File: config.mk
export PLATFORM = sky130hd
export DESIGN_NAME = mda_div
export DESIGN_NICKNAME = d
export VERILOG_FILES = /design/src/rtl/mda_pkg.sv /design/src/rtl/mda_div.sv
export SDC_FILE = /design/constraint.sdc
export NUM_CORES = 1
export LEC_CHECK = 0
export BUFFER_PORTS_ARGS = -buffer_cell sky130_fd_sc_hd__buf_2
export CAP_MARGIN = 0
export CORE_ASPECT_RATIO = 1.75
export CORE_UTILIZATION = 57
export CTS_CLUSTER_DIAMETER = 50
export DETAILED_ROUTE_END_ITERATION = 8
export GPL_ROUTABILITY_DRIVEN = 0
export PLACE_DENSITY = 0.78
export SLEW_MARGIN = 10
export SYNTH_ARGS = -nofsm -noshare
export SYNTH_HDL_FRONTEND = slang
export SYNTH_SLANG_ARGS = --single-unit
File: constraint.sdc
create_clock -name clk_i -period 3.3 [get_ports clk_i]
set_input_delay 0.495 -clock clk_i [delete_from_list [all_inputs] [get_ports clk_i]]
set_output_delay 0.495 -clock clk_i [all_outputs]
set_load 0.01 [all_outputs]
File: src/rtl/mda_pkg.sv
// Shared constants and types of the motion derivative averager.
`default_nettype none
package mda_pkg;
  localparam int DATA_W    = 32;
  localparam int WIN_W     = 11;
  localparam int THR_W     = 26;
  localparam int CFG_IDX_W = 2;
  localparam int NDER      = 3;

  localparam logic [CFG_IDX_W-1:0] CFG_WINDOW  = 2'd0;
  localparam logic [CFG_IDX_W-1:0] CFG_VEL_THR = 2'd1;
  localparam logic [CFG_IDX_W-1:0] CFG_ACC_THR = 2'd2;
  localparam logic [CFG_IDX_W-1:0] CFG_JRK_THR = 2'd3;

  localparam logic [1:0] DER_VEL = 2'd0;
  localparam logic [1:0] DER_ACC = 2'd1;
  localparam logic [1:0] DER_JRK = 2'd2;

  typedef struct packed {
    logic rd_en;
    logic wr_en;
    logic upd_item;
    logic upd_acc;
    logic sum_clr;
  } ring_ctl_t;
endpackage
`default_nettype wire

File: src/rtl/mda_div.sv
// Bit-serial signed divider of a window sum by the window size.
`default_nettype none
module mda_div #(
  parameter int SUM_W = 43
) (
  input  wire logic                         clk_i,
  input  wire logic                         rst_ni,
  input  wire logic                         start_i,
  input  wire logic signed [SUM_W-1:0]      dividend_i,
  input  wire logic [mda_pkg::WIN_W-1:0]    divisor_i,
  output logic                              done_o,
  output logic signed [mda_pkg::DATA_W-1:0] quot_o
);
  localparam int DCW = $clog2(SUM_W);
  localparam int WW  = mda_pkg::WIN_W;

  logic [SUM_W-1:0] dvd_q;
  logic [WW-1:0]    rem_q;
  logic [WW-1:0]    div_q;
  logic             neg_q, busy_q, done_q;
  logic [DCW-1:0]   cnt_q;
  logic [WW:0]      rem_sh, rem_sub;
  logic             ge;
  logic [SUM_W-1:0] mag;

  assign mag     = dividend_i[SUM_W-1] ? SUM_W'(-dividend_i) : SUM_W'(dividend_i);
  assign rem_sh  = {rem_q, dvd_q[SUM_W-1]};
  assign rem_sub = rem_sh - {1'b0, div_q};
  assign ge      = rem_sh >= {1'b0, div_q};

  always_ff @(posedge clk_i or negedge rst_ni) begin
    if (!rst_ni) begin
      busy_q <= 1'b0;
      done_q <= 1'b0;
      cnt_q  <= '0;
    end else begin
      done_q <= 1'b0;
      if (start_i) begin
        busy_q <= 1'b1;
        cnt_q  <= '0;
      end else if (busy_q) begin
        cnt_q <= cnt_q + 1'b1;
        if (cnt_q == DCW'(SUM_W - 1)) begin
          busy_q <= 1'b0;
          done_q <= 1'b1;
        end
      end
    end
  end

  always_ff @(posedge clk_i) begin
    if (start_i) begin
      dvd_q <= mag;
      rem_q <= '0;
      div_q <= divisor_i;
      neg_q <= dividend_i[SUM_W-1];
    end else if (busy_q) begin
      // one quotient bit a cycle, shifted in behind the dividend
      rem_q <= ge ? rem_sub[WW-1:0] : rem_sh[WW-1:0];
      dvd_q <= {dvd_q[SUM_W-2:0], ge};
    end
  end

  assign done_o = done_q;
  assign quot_o = neg_q ? -signed'(dvd_q[mda_pkg::DATA_W-1:0])
                        : signed'(dvd_q[mda_pkg::DATA_W-1:0]);
endmodule
`default_nettype wire

Word-level counts from Yosys, hierarchy flattened
Cells that the tools add are included.
{ "totals": {"reg_bits": 74, "out_inout_bits": 33, "input_bits": 57, "word_cells": 27} }
{ "op_classes": {"reduce_logical": 1, "order_cmp": 1, "addsub": 4, "eq_ne": 1, "muxes": 13} }
{ "ops": {"columns": ["cell", "n"], "rows": [
  ["43-bit two-way mux", 3],
  ["43-bit negator", 1],
  ["32-bit two-way mux", 1],
  ["32-bit negator", 1],
  ["12-bit by 11-bit >= comparator with 1-bit output", 1],
  ["6-bit two-way mux", 2],
  ["11-bit two-way mux", 1],
  ["11-bit subtractor", 1],
  ["6-bit by 1-bit adder with 6-bit output (second input constant)", 1],
  ["6-bit == test (second input constant)", 1],
  ["1-bit two-way mux", 6],
  ["2-bit nonzero test", 1]
]} }

Depth between registers and ports, before layout
Gate-level depths: netlist of the first run.
{ "logic_depth": {"ltp_word": 4, "depth_mapped": 9, "ltp_nobuf": 8} }

Worst setup path before layout of the first run
OpenSTA, ideal clock, no wires.
{ "synth_timing": {"path_type": "flip-flop to output port", "startpoint": "reg dvd_q[16]", "endpoint": "out quot_o[26] (netlist bit)", "path_stages_with_launch": 6, "required_time_ns": 2.805, "path_buffers": 0, "path_slack_ns": 0.422, "arrival_time_ns": 2.383, "path_cell_list": "edfxtp_1 -> or4_1 -> or4_1 -> or4_4 -> o41ai_1 -> xnor2_1"} }
{ "synth_between": {"elab_chain_cells": 2} }
{ "synth_lines": {"columns": ["element", "line", "rtl"], "rows": [
  ["start, declared", "mda_div.sv:17", "logic [SUM_W-1:0] dvd_q;"],
  ["start signal, assigned", "mda_div.sv:53", "dvd_q <= mag;"],
  ["start signal, assigned", "mda_div.sv:60", "dvd_q <= {dvd_q[SUM_W-2:0], ge};"],
  ["32-bit negator", "mda_div.sv:65", "assign quot_o = neg_q ? -signed'(dvd_q[mda_pkg::DATA_W-1:0])"],
  ["32-bit two-way mux", "mda_div.sv:65", null],
  ["end, declared", "mda_div.sv:12", "output logic signed [mda_pkg::DATA_W-1:0] quot_o"]
]} }
Every way passes these cells.

Worst setup path in the final report of the first run
{ "layout_timing": {"startpoint": "reg dvd_q[16]", "endpoint": "out quot_o[28] (netlist bit)"} }
The elaborated chain is that of the path after synthesis.

==> impl_metrics.yaml, run 1 <==
clocking:
  root_buffer: "clkbuf_16"
  clock-sinks: 74
  htree_levels: 3
  clock_latency_ns: 0.34
  cts_max_path_buffers: 2
  path_clk_slew_ns: 0.06
  tritoncts: "built"
  cts_buffers: 9
sta:
  maxSlewHeadroom: 0.511
  fmax_mhz: 304
  worst_pin_slew_ns: 0.734
  grt_setup_unrepaired: "yes"
  finalHoldViolations: 0
  setup_violations: 0
  fin_skew_ns: 0.00709
  drv_slew: 0
  fin_crit_ns: 3.29
  period_share: 0.997
synthesis:
  yosysTopAreaCell: "edfxtp_1"
  ys_seq_area_frac: 0.388
  yosysMostFrequentCell: "nor2_1"
  ys_seq_elements: 74
  synthesis.instances: 590
  synth_area_per_cell_sq_um: 9.06
  synth_area_leaders: "edfxtp_1 (31%), xor2_1 (6.4%), xnor2_1 (5.4%)"
  synthTopCellsByCount: "nor2_1 (72), edfxtp_1 (55), a21oi_1 (44), xor2_1 (39), nand2_1 (38)"
  yosys_warnings: 0
  synth_cell_type_count: 61
  synth_top_area_frac: 0.309
  synth_top_flop_cell: "edfxtp_1"
  synth_nets: 663
  async_flop_share: 0.108
  syn_area_sq_um: 5340
  synth_edf_count: 55
drt:
  detail-route-antenna-nets: 0
  routed.top_layer: "met4"
  drc: 0
  met1Wirelength_um: 4980
  avgViaCountPerCell: 6.15
  dr_wl_met3_um: 724
  wl_per_cell_um: 17.3
  firstDrtPassIters: 5
  met2_length_um: 7730
  drt_iter0_drc: 290
  routed_wirelength_um: 13900
  vias: 4924
hold_path:
  hp-class: "in2reg"
floorplan:
  dieArea_sq_um: 9780
  die_h_um: 130
  row_count: 46
  die_x_um: 75.2
  core_area_sq_um: 9090
  ios: 90
  initial_core_util: 0.588
critical_path:
  worstSetupStartpointType: "flop"
  worstPathMaxFanout: 5
  worstPathRequired_ns: 2.80
  critical_path_class: "reg2out"
  arrival_ns: 2.79
  worst_setup_path_end_kind: "primary output"
global_routing:
  grt_pass1_vias: 4901
  antenna_found_initial: 0
  grt_pass1_wl_um: 22300
  grt_usage: 0.301
  grt_max_degree: 66
  gr-total-overflow: 0
cells_and_area:
  antenna_cells: 0
  syn2layout_area_growth_pct: 17.5
  nets: 749
  finish.utilization: 0.690
  drive_gt1_frac: 0.207
place:
  dp_hpwl_um: 10100
  port_buffers: 89
pwr:
  leakage_nw: 2.50
  total_power_mw: 3.52
  vdd_ir_drop_max_mv: 0.356
  p_per_area_nw_per_um2: 561
job:
  drv_cap: 0
run_status:
  status: "completed"
-- layer usage --
layer	global-route usage	up-vias
li1	-	2380
met1	0.307	2334
met2	0.559	174
met3	0.0602	36
met4	0.155	0
met5	0	-
-- metrics by stage --
| stage | setup TNS, ns | cells | hold WS (ns) | worst slack [ns] | instance area, sq um |
|---|---|---|---|---|---|
| floorplan | 0 | 590 | 0.199 | 0.422 | 5340 |
| global placement | 0 | 780 | 0.345 | 0.232 | 5900 |
| detailed placement | 0 | 780 | 0.347 | 0.182 | 5900 |
| CTS | 0 | 800 | 0.325 | 0.0183 | 6260 |
| global route | -0.208 | 801 | 0.325 | -0.0702 | 6280 |
| finish | 0 | 801 | 0.331 | 0.0110 | 6280 |
-- worst max-delay path, stage by stage, from the launching register on --
cell	delay [ns]
edfxtp_1	0.41
or4_4	0.57
or4_4	0.43
or4_4	0.49
o31ai_4	0.26
xnor2_1	0.15
buf_2	0.15
-- kinds of logic (layout without fill, tap and decap cells) --
group                      after synthesis  after routing  synth area share
and+or+nand+nor                        214            214             0.211
AOI/OAI and AO/OA                      155            155             0.196
DFF                                     74             74             0.388
xor gates and xnor gates                72             72             0.118
buffers and inverters                   57            148            0.0443
adders and majority gates               16             16            0.0389
muxes                                    2              2           0.00375
-- what timing repair did --
| action | CTS | global route |
|---|---|---|
| hold buffers | 1 | 0 |
| pin swaps | 0 | 0 |
| buffers inserted | 3 | 1 |
| setup endpoints to repair | 6 | 6 |
| endpoints found under the hold margin | 8 | 0 |
| resized for setup | 7 | 1 |
-- report_power, final --
group,internal (mW),switching [mW]
registers,1.17,0.144
clock network,0.550,0.382
logic,0.565,0.715
-- layout by cell type, fill, tap and decap left out, drive strengths merged, types with 11 or more instances in the layout --
cell type  count
nor3          12
o21ai         28
nand4         12
or3           13
o41ai         20
buf          106
inv           27
xor2          39
clkbuf        12
xnor2         33
nor2          72
a21oi         44
ha            15
nand2         38
edfxtp        55
o31ai         21
or4           13
dfxtp         11
-- area by class of cell --
cell class,instances,area [sq um]
Multi-Input combinational cell,459,3090
Fill cell,788,2820
Sequential cell,74,2070
Timing Repair Buffer,107,586
Clock buffer,12,256
Tap cell,120,150
Inverter,25,93.8
Clock inverter,4,25.0
-- flip-flops by register name (all words and copies together), names as in the netlist --
name,cells
cnt_q,6
done_o,1
busy_q,1
neg_q,1
div_q,11
dvd_q,43
rem_q,11
-- worst paths after layout --
check	start	to	slack [ns]	cells past startpoint
min reg2reg	rem_q[1]	rem_q[2]	0.54	2
max reg2reg	dvd_q[42]	rem_q[2]	0.65	9
min in group asynchronous	rst_ni	cnt_q[4]	0.53	2
max in group asynchronous	rst_ni	cnt_q[1]	2.60	2
min	divisor_i[4]	div_q[4]	0.33	1
max	dvd_q[16]	quot_o[28]	0.01	6
Power figures use the tool's default switching activity.
==> run 2: changes to the inputs <==
--- a/config.mk
+++ b/config.mk
@@ -13,6 +13,7 @@
 export DETAILED_ROUTE_END_ITERATION = 8
 export GPL_ROUTABILITY_DRIVEN = 0
 export PLACE_DENSITY = 0.78
+export SETUP_SLACK_MARGIN = 0.1
 export SLEW_MARGIN = 10
 export SYNTH_ARGS = -nofsm -noshare
 export SYNTH_HDL_FRONTEND = slang
==> run 2 against run 1 <==
Net effect:
- clock power decreased by 0.4%
- maximum frequency is 0.90% higher
- critical path depth unchanged
- clock skew decreased by 0.00059 ns
- global-route usage increased by 0.16 points
- cell count rose by 0.25%
- die area is the same
- wire length grew 0.45%
==> impl_metrics.yaml, run 2 (synthesized netlist as in run 1, its figures left out) <==
clocking:
  root_buffer: "clkbuf_16"
  tritoncts: "built"
  cts_buffers: 9
  htree_levels: 3
  clock_latency_ns: 0.34
  clock-sinks: 74
  cts_max_path_buffers: 2
  path_clk_slew_ns: 0.06
global_routing:
  grt_pass1_wl_um: 22400
  use_met3: 0.0602
  grt_pass1_vias: 4910
  grt_usage: 0.302
  antenna_found_initial: 0
  grt_max_degree: 66
  grt_busiest_layer: "met2"
  gr-total-overflow: 0
  use_met1: 0.307
  grt_use_met2: 0.563
drt:
  wl_per_cell_um: 17.4
  drc: 0
  firstDrtPassIters: 5
  vias: 4935
  drt_iter0_drc: 273
  detail-route-antenna-nets: 0
  avgViaCountPerCell: 6.15
  routed_wirelength_um: 14000
hold_path:
  worstHoldPathCells: 1
  hold_start: "divisor_i[4]"
  holdPathEnd: "div_q[4]"
  hp-class: "in2reg"
critical_path:
  slowest_stage: "or4_4"
  worstPathMaxFanout: 4
  critical_path_class: "reg2out"
  worstSetupStartpointType: "flop"
  arrival_ns: 2.76
  cpPeakStageDelay_ns: 0.54
  worst_setup_path_end_kind: "primary output"
  path_cells: "or4_4, or4_4, or4_4, o31ai_4, xnor2_1, buf_2"
  r2r_start: "dvd_q[42]"
  crit_top_cell: "or4_4"
  reg2reg_slack_ns: 0.65
  reg2reg_depth: 9
  r2r_end: "rem_q[2]"
  worstPathRequired_ns: 2.80
sta:
  fmax_mhz: 307
  setup_violations: 0
  setup_tns_ns: 0
  worst_pin_slew_ns: 0.736
  finalHoldViolations: 0
  hold_ws_ns: 0.334
  drv_slew: 0
  grt_setup_unrepaired: "yes"
  fin_crit_ns: 3.26
  fin_skew_ns: 0.00650
  period_share: 0.988
  fin_ws_ns: 0.0404
  maxSlewHeadroom: 0.509
place:
  placed_cell_area_sq_um: 5900
  dp_cells: 780
  dp_hpwl_um: 10100
  post-place-ws_ns: 0.182
  port_buffers: 89
floorplan:
  core_area_sq_um: 9090
  initial_core_util: 0.588
  die_x_um: 75.2
  die_h_um: 130
  dieArea_sq_um: 9780
  ios: 90
  row_count: 46
cells_and_area:
  syn2layout_area_growth_pct: 17.7
  final_area_sq_um: 6290
  final_cell_mix: "buf_2 (88), nor2_1 (72), edfxtp_1 (55), a21oi_1 (44), xor2_1 (39)"
  antenna_cells: 0
  largest_register: "dvd_q"
  finish.utilization: 0.692
  layout_commonest_cell: "buf_2"
  finalNonFillerCells: 803
  reg_top3: "dvd_q (43), div_q (11), rem_q (11)"
  nets: 751
  largest_reg_flops: 43
  drive_gt1_frac: 0.209
pwr:
  p_per_area_nw_per_um2: 560
  leakage_nw: 2.51
  total_power_mw: 3.52
  vdd_ir_drop_max_mv: 0.361
run_status:
  status: "completed"
job:
  drv_cap: 0
run 2: changes by cell type in the layout (fill, tap and decap cells not counted), sizes merged:
cell	previous run	this run
buf	106	108
run 2: power by group:
part           switching [mW]  internal [mW]  leakage, nW
Clock                   0.378          0.550        0.139
Combinational           0.716          0.565         1.61
Sequential              0.144           1.17        0.754
run 2: what timing repair did:
item | in CTS | in global routing
hold buffers | 1 | 0
resized for setup | 7 | 1
setup endpoints to repair | 8 | 8
pin swaps | 1 | 0
hold endpoints to repair | 8 | 0
setup buffers | 5 | 1
run 2: worst max-delay path: cells and delay by family, from the launching register on:
kind | cells | cell delay, ns
xor gates and xnor gates | 1 | 0.15
buffers and inverters | 1 | 0.15
DFF | 1 | 0.41
and+or+nand+nor | 3 | 1.46
AOI/OAI and AO/OA | 1 | 0.26
run 2: per-layer routing:
metal  up-vias  share of wire  wire length [um]
met2       175           0.56              7800
met1      2336           0.35              4940
met4         0          0.035               485
met5         -              0                 0
met3        39          0.052               727
li1       2385              -                 -
run 2: cell type report:
cell class	count	area, sq um
clock buffer	12	256
clock inverter	4	25.0
fill	789	2800
inverter	25	93.8
multi-input combinational	459	3090
sequential	74	2070
tap	120	150
timing repair buffer	109	601
run 2: worst max-delay path by stage:
stage | from | end | slack [ns] | depth (start not counted)
6_report | dvd_q[16] | quot_o[28] | 0.04 | 6
5_1_grt | dvd_q[17] | quot_o[28] | -0.03 | 6
4_1_cts | dvd_q[17] | quot_o[26] | 0.06 | 6
3_5_place_dp | dvd_q[17] | quot_o[26] | 0.18 | 6
3_3_place_gp | dvd_q[16] | quot_o[26] | 0.23 | 6
2_1_floorplan | dvd_q[16] | quot_o[26] | 0.42 | 5
==> run 3: changes to the inputs <==
--- a/config.mk
+++ b/config.mk
@@ -8,6 +8,7 @@
 export BUFFER_PORTS_ARGS = -buffer_cell sky130_fd_sc_hd__buf_2
 export CAP_MARGIN = 0
 export CORE_ASPECT_RATIO = 1.75
+export CORE_MARGIN = 2
 export CORE_UTILIZATION = 57
 export CTS_CLUSTER_DIAMETER = 50
 export DETAILED_ROUTE_END_ITERATION = 8
==> run 3 against run 2 <==
Net effect:
- clock skew decreased by 0.00053 ns
- highest routed layer unchanged
- worst hold slack improved by 0.0076 ns
- clock power increased by 1%
- via count increased by 0.79%
- power increased by 0.40%
- register-to-register slack improved by 0.08 ns
- sequential cell count unchanged
==> impl_metrics.yaml, run 3 (synthesized netlist as in run 1, its figures left out) <==
run_status:
  status: "completed"
critical_path:
  path_cells: "or4_4, or4_4, or4_4, o41ai_2, xnor2_1, buf_2"
  worstSetupStartpointType: "flop"
  crit_top_cell: "or4_4"
  worstPathMaxFanout: 5
  arrival_ns: 2.76
  reg2reg_slack_ns: 0.73
  startpoint: "dvd_q[16]"
  slowest_stage: "or4_4"
  critical_path_class: "reg2out"
  r2r_start: "dvd_q[42]"
  r2r_end: "rem_q[2]"
  worst_setup_path_end_kind: "primary output"
  reg2reg_depth: 9
  cpPeakStageDelay_ns: 0.57
  endpoint: "quot_o[26]"
  worstPathRequired_ns: 2.80
global_routing:
  grt_usage: 0.276
  antenna_found_initial: 0
  gr-total-overflow: 0
  grt_pass1_vias: 5010
  grt_pass1_wl_um: 22900
  grt_max_degree: 61
place:
  dp_hpwl_um: 10100
  port_buffers: 89
  placed_cell_area_sq_um: 5900
  post-place-ws_ns: 0.180
floorplan:
  row_count: 46
  initial_core_util: 0.588
  core_area_sq_um: 9090
  dieArea_sq_um: 10200
  ios: 90
  die_h_um: 132
  die_x_um: 77.2
pwr:
  p_comb_frac: 0.364
  clkPwrFrac: 0.265
  leakage_nw: 2.52
  vdd_ir_drop_max_mv: 0.301
  p_per_area_nw_per_um2: 560
  pwr-share-seq: 0.370
  total_power_mw: 3.53
  power_switching_mw: 1.22
  p_int_mw: 2.31
  swShare: 0.345
sta:
  period_share: 0.987
  fin_crit_ns: 3.26
  fin_ws_ns: 0.0427
  setup_violations: 0
  fmax_mhz: 307
  setup_tns_ns: 0
  worst_pin_slew_ns: 0.737
  grt_setup_unrepaired: "yes"
  fin_skew_ns: 0.00597
  maxSlewHeadroom: 0.508
  finalHoldViolations: 0
  drv_slew: 0
drt:
  routed_wirelength_um: 14000
  wl_per_cell_um: 17.3
  drc: 0
  avgViaCountPerCell: 6.18
  vias: 4974
  drt_iter0_drc: 300
  firstDrtPassIters: 5
  detail-route-antenna-nets: 0
cells_and_area:
  largest_register: "dvd_q"
  reg_top3: "dvd_q (43), div_q (11), rem_q (11)"
  final_area_sq_um: 6310
  antenna_cells: 0
  final_cell_mix: "buf_2 (88), nor2_1 (72), edfxtp_1 (55), a21oi_1 (44), xor2_1 (39)"
  syn2layout_area_growth_pct: 18.2
  nets: 753
  layout_commonest_cell: "buf_2"
  largest_reg_flops: 43
  drive_gt1_frac: 0.213
clocking:
  tritoncts: "built"
  htree_levels: 3
  path_clk_slew_ns: 0.06
  cts_max_path_buffers: 2
  cts_buffers: 9
  clock_latency_ns: 0.33
  root_buffer: "clkbuf_16"
  clock-sinks: 74
hold_path:
  hp-class: "in2reg"
job:
  drv_cap: 0
==> run 3: cell count changes in the layout (fill, tap and decap cells not counted), moves of 2 or more <==
cell and delta:
clkbuf_8 -2, inv_4 -2, o41ai_1 -2, clkinv_1 +2, buf_4 +2, clkinv_2 +2
o41ai_2 +2
==> run 3: per-stage QoR <==
stage	hold WS, ns	utilization	cells
finish	0.341	0.694	805
global route	0.325	0.694	805
CTS	0.329	0.689	801
detailed placement	0.348	0.649	780
global placement	0.346	0.649	780
floorplan	0.199	-	590
==> run 3: worst max-delay path, delay by kind of cell, from the launching register on <==
family,cells,cell delay (ns)
simple gates,3,1.49
flops,1,0.40
compound gates,1,0.24
xor+xnor,1,0.15
buf+inv,1,0.14
==> run 3: power by group through the flow <==
stage | sequential, mW | combinational, mW | clock (mW)
after floorplan | 1.27 | 0.901 | 0
after global placement | 1.31 | 1.21 | 0
after detailed placement | 1.32 | 1.24 | 0
after CTS | 1.30 | 1.27 | 0.958
after global routing | 1.33 | 1.42 | 0.997
final | 1.31 | 1.29 | 0.938
==> run 3: worst min-delay path by stage <==
stage,end,slack [ns],cells past startpoint,from
2_1_floorplan,busy_q,0.20,0,rst_ni
3_3_place_gp,cnt_q[0],0.35,1,rst_ni
3_5_place_dp,cnt_q[0],0.35,1,rst_ni
4_1_cts,div_q[6],0.33,1,divisor_i[6]
5_1_grt,div_q[4],0.33,1,divisor_i[4]
6_report,div_q[6],0.34,1,divisor_i[6]
==> run 3: cell type report <==
| type | instances | area, sq um |
|---|---|---|
| clock buffers | 9 | 225 |
| fillers | 756 | 2780 |
| multi-input cells | 459 | 3100 |
| inverters | 25 | 93.8 |
| well taps | 120 | 150 |
| repair buffers | 111 | 616 |
| clock inverters | 7 | 60.1 |
| flip-flops and latches | 74 | 2070 |
==> run 3: layer usage <==
metal  share of wire  vias up  global-route usage
li1                -     2388                   -
met1            0.37     2386               0.288
met4           0.030        0               0.134
met2            0.56      166               0.525
met3           0.045       34              0.0404
met5               0        -                   0
==> run 3: timing repair <==
item | CTS | global route
gates resized for setup | 7 | 3
hold endpoints to repair | 8 | 0
pin swaps | 0 | 1
hold buffers | 1 | 0
endpoints found under the setup margin | 8 | 10
buffers inserted | 4 | 4
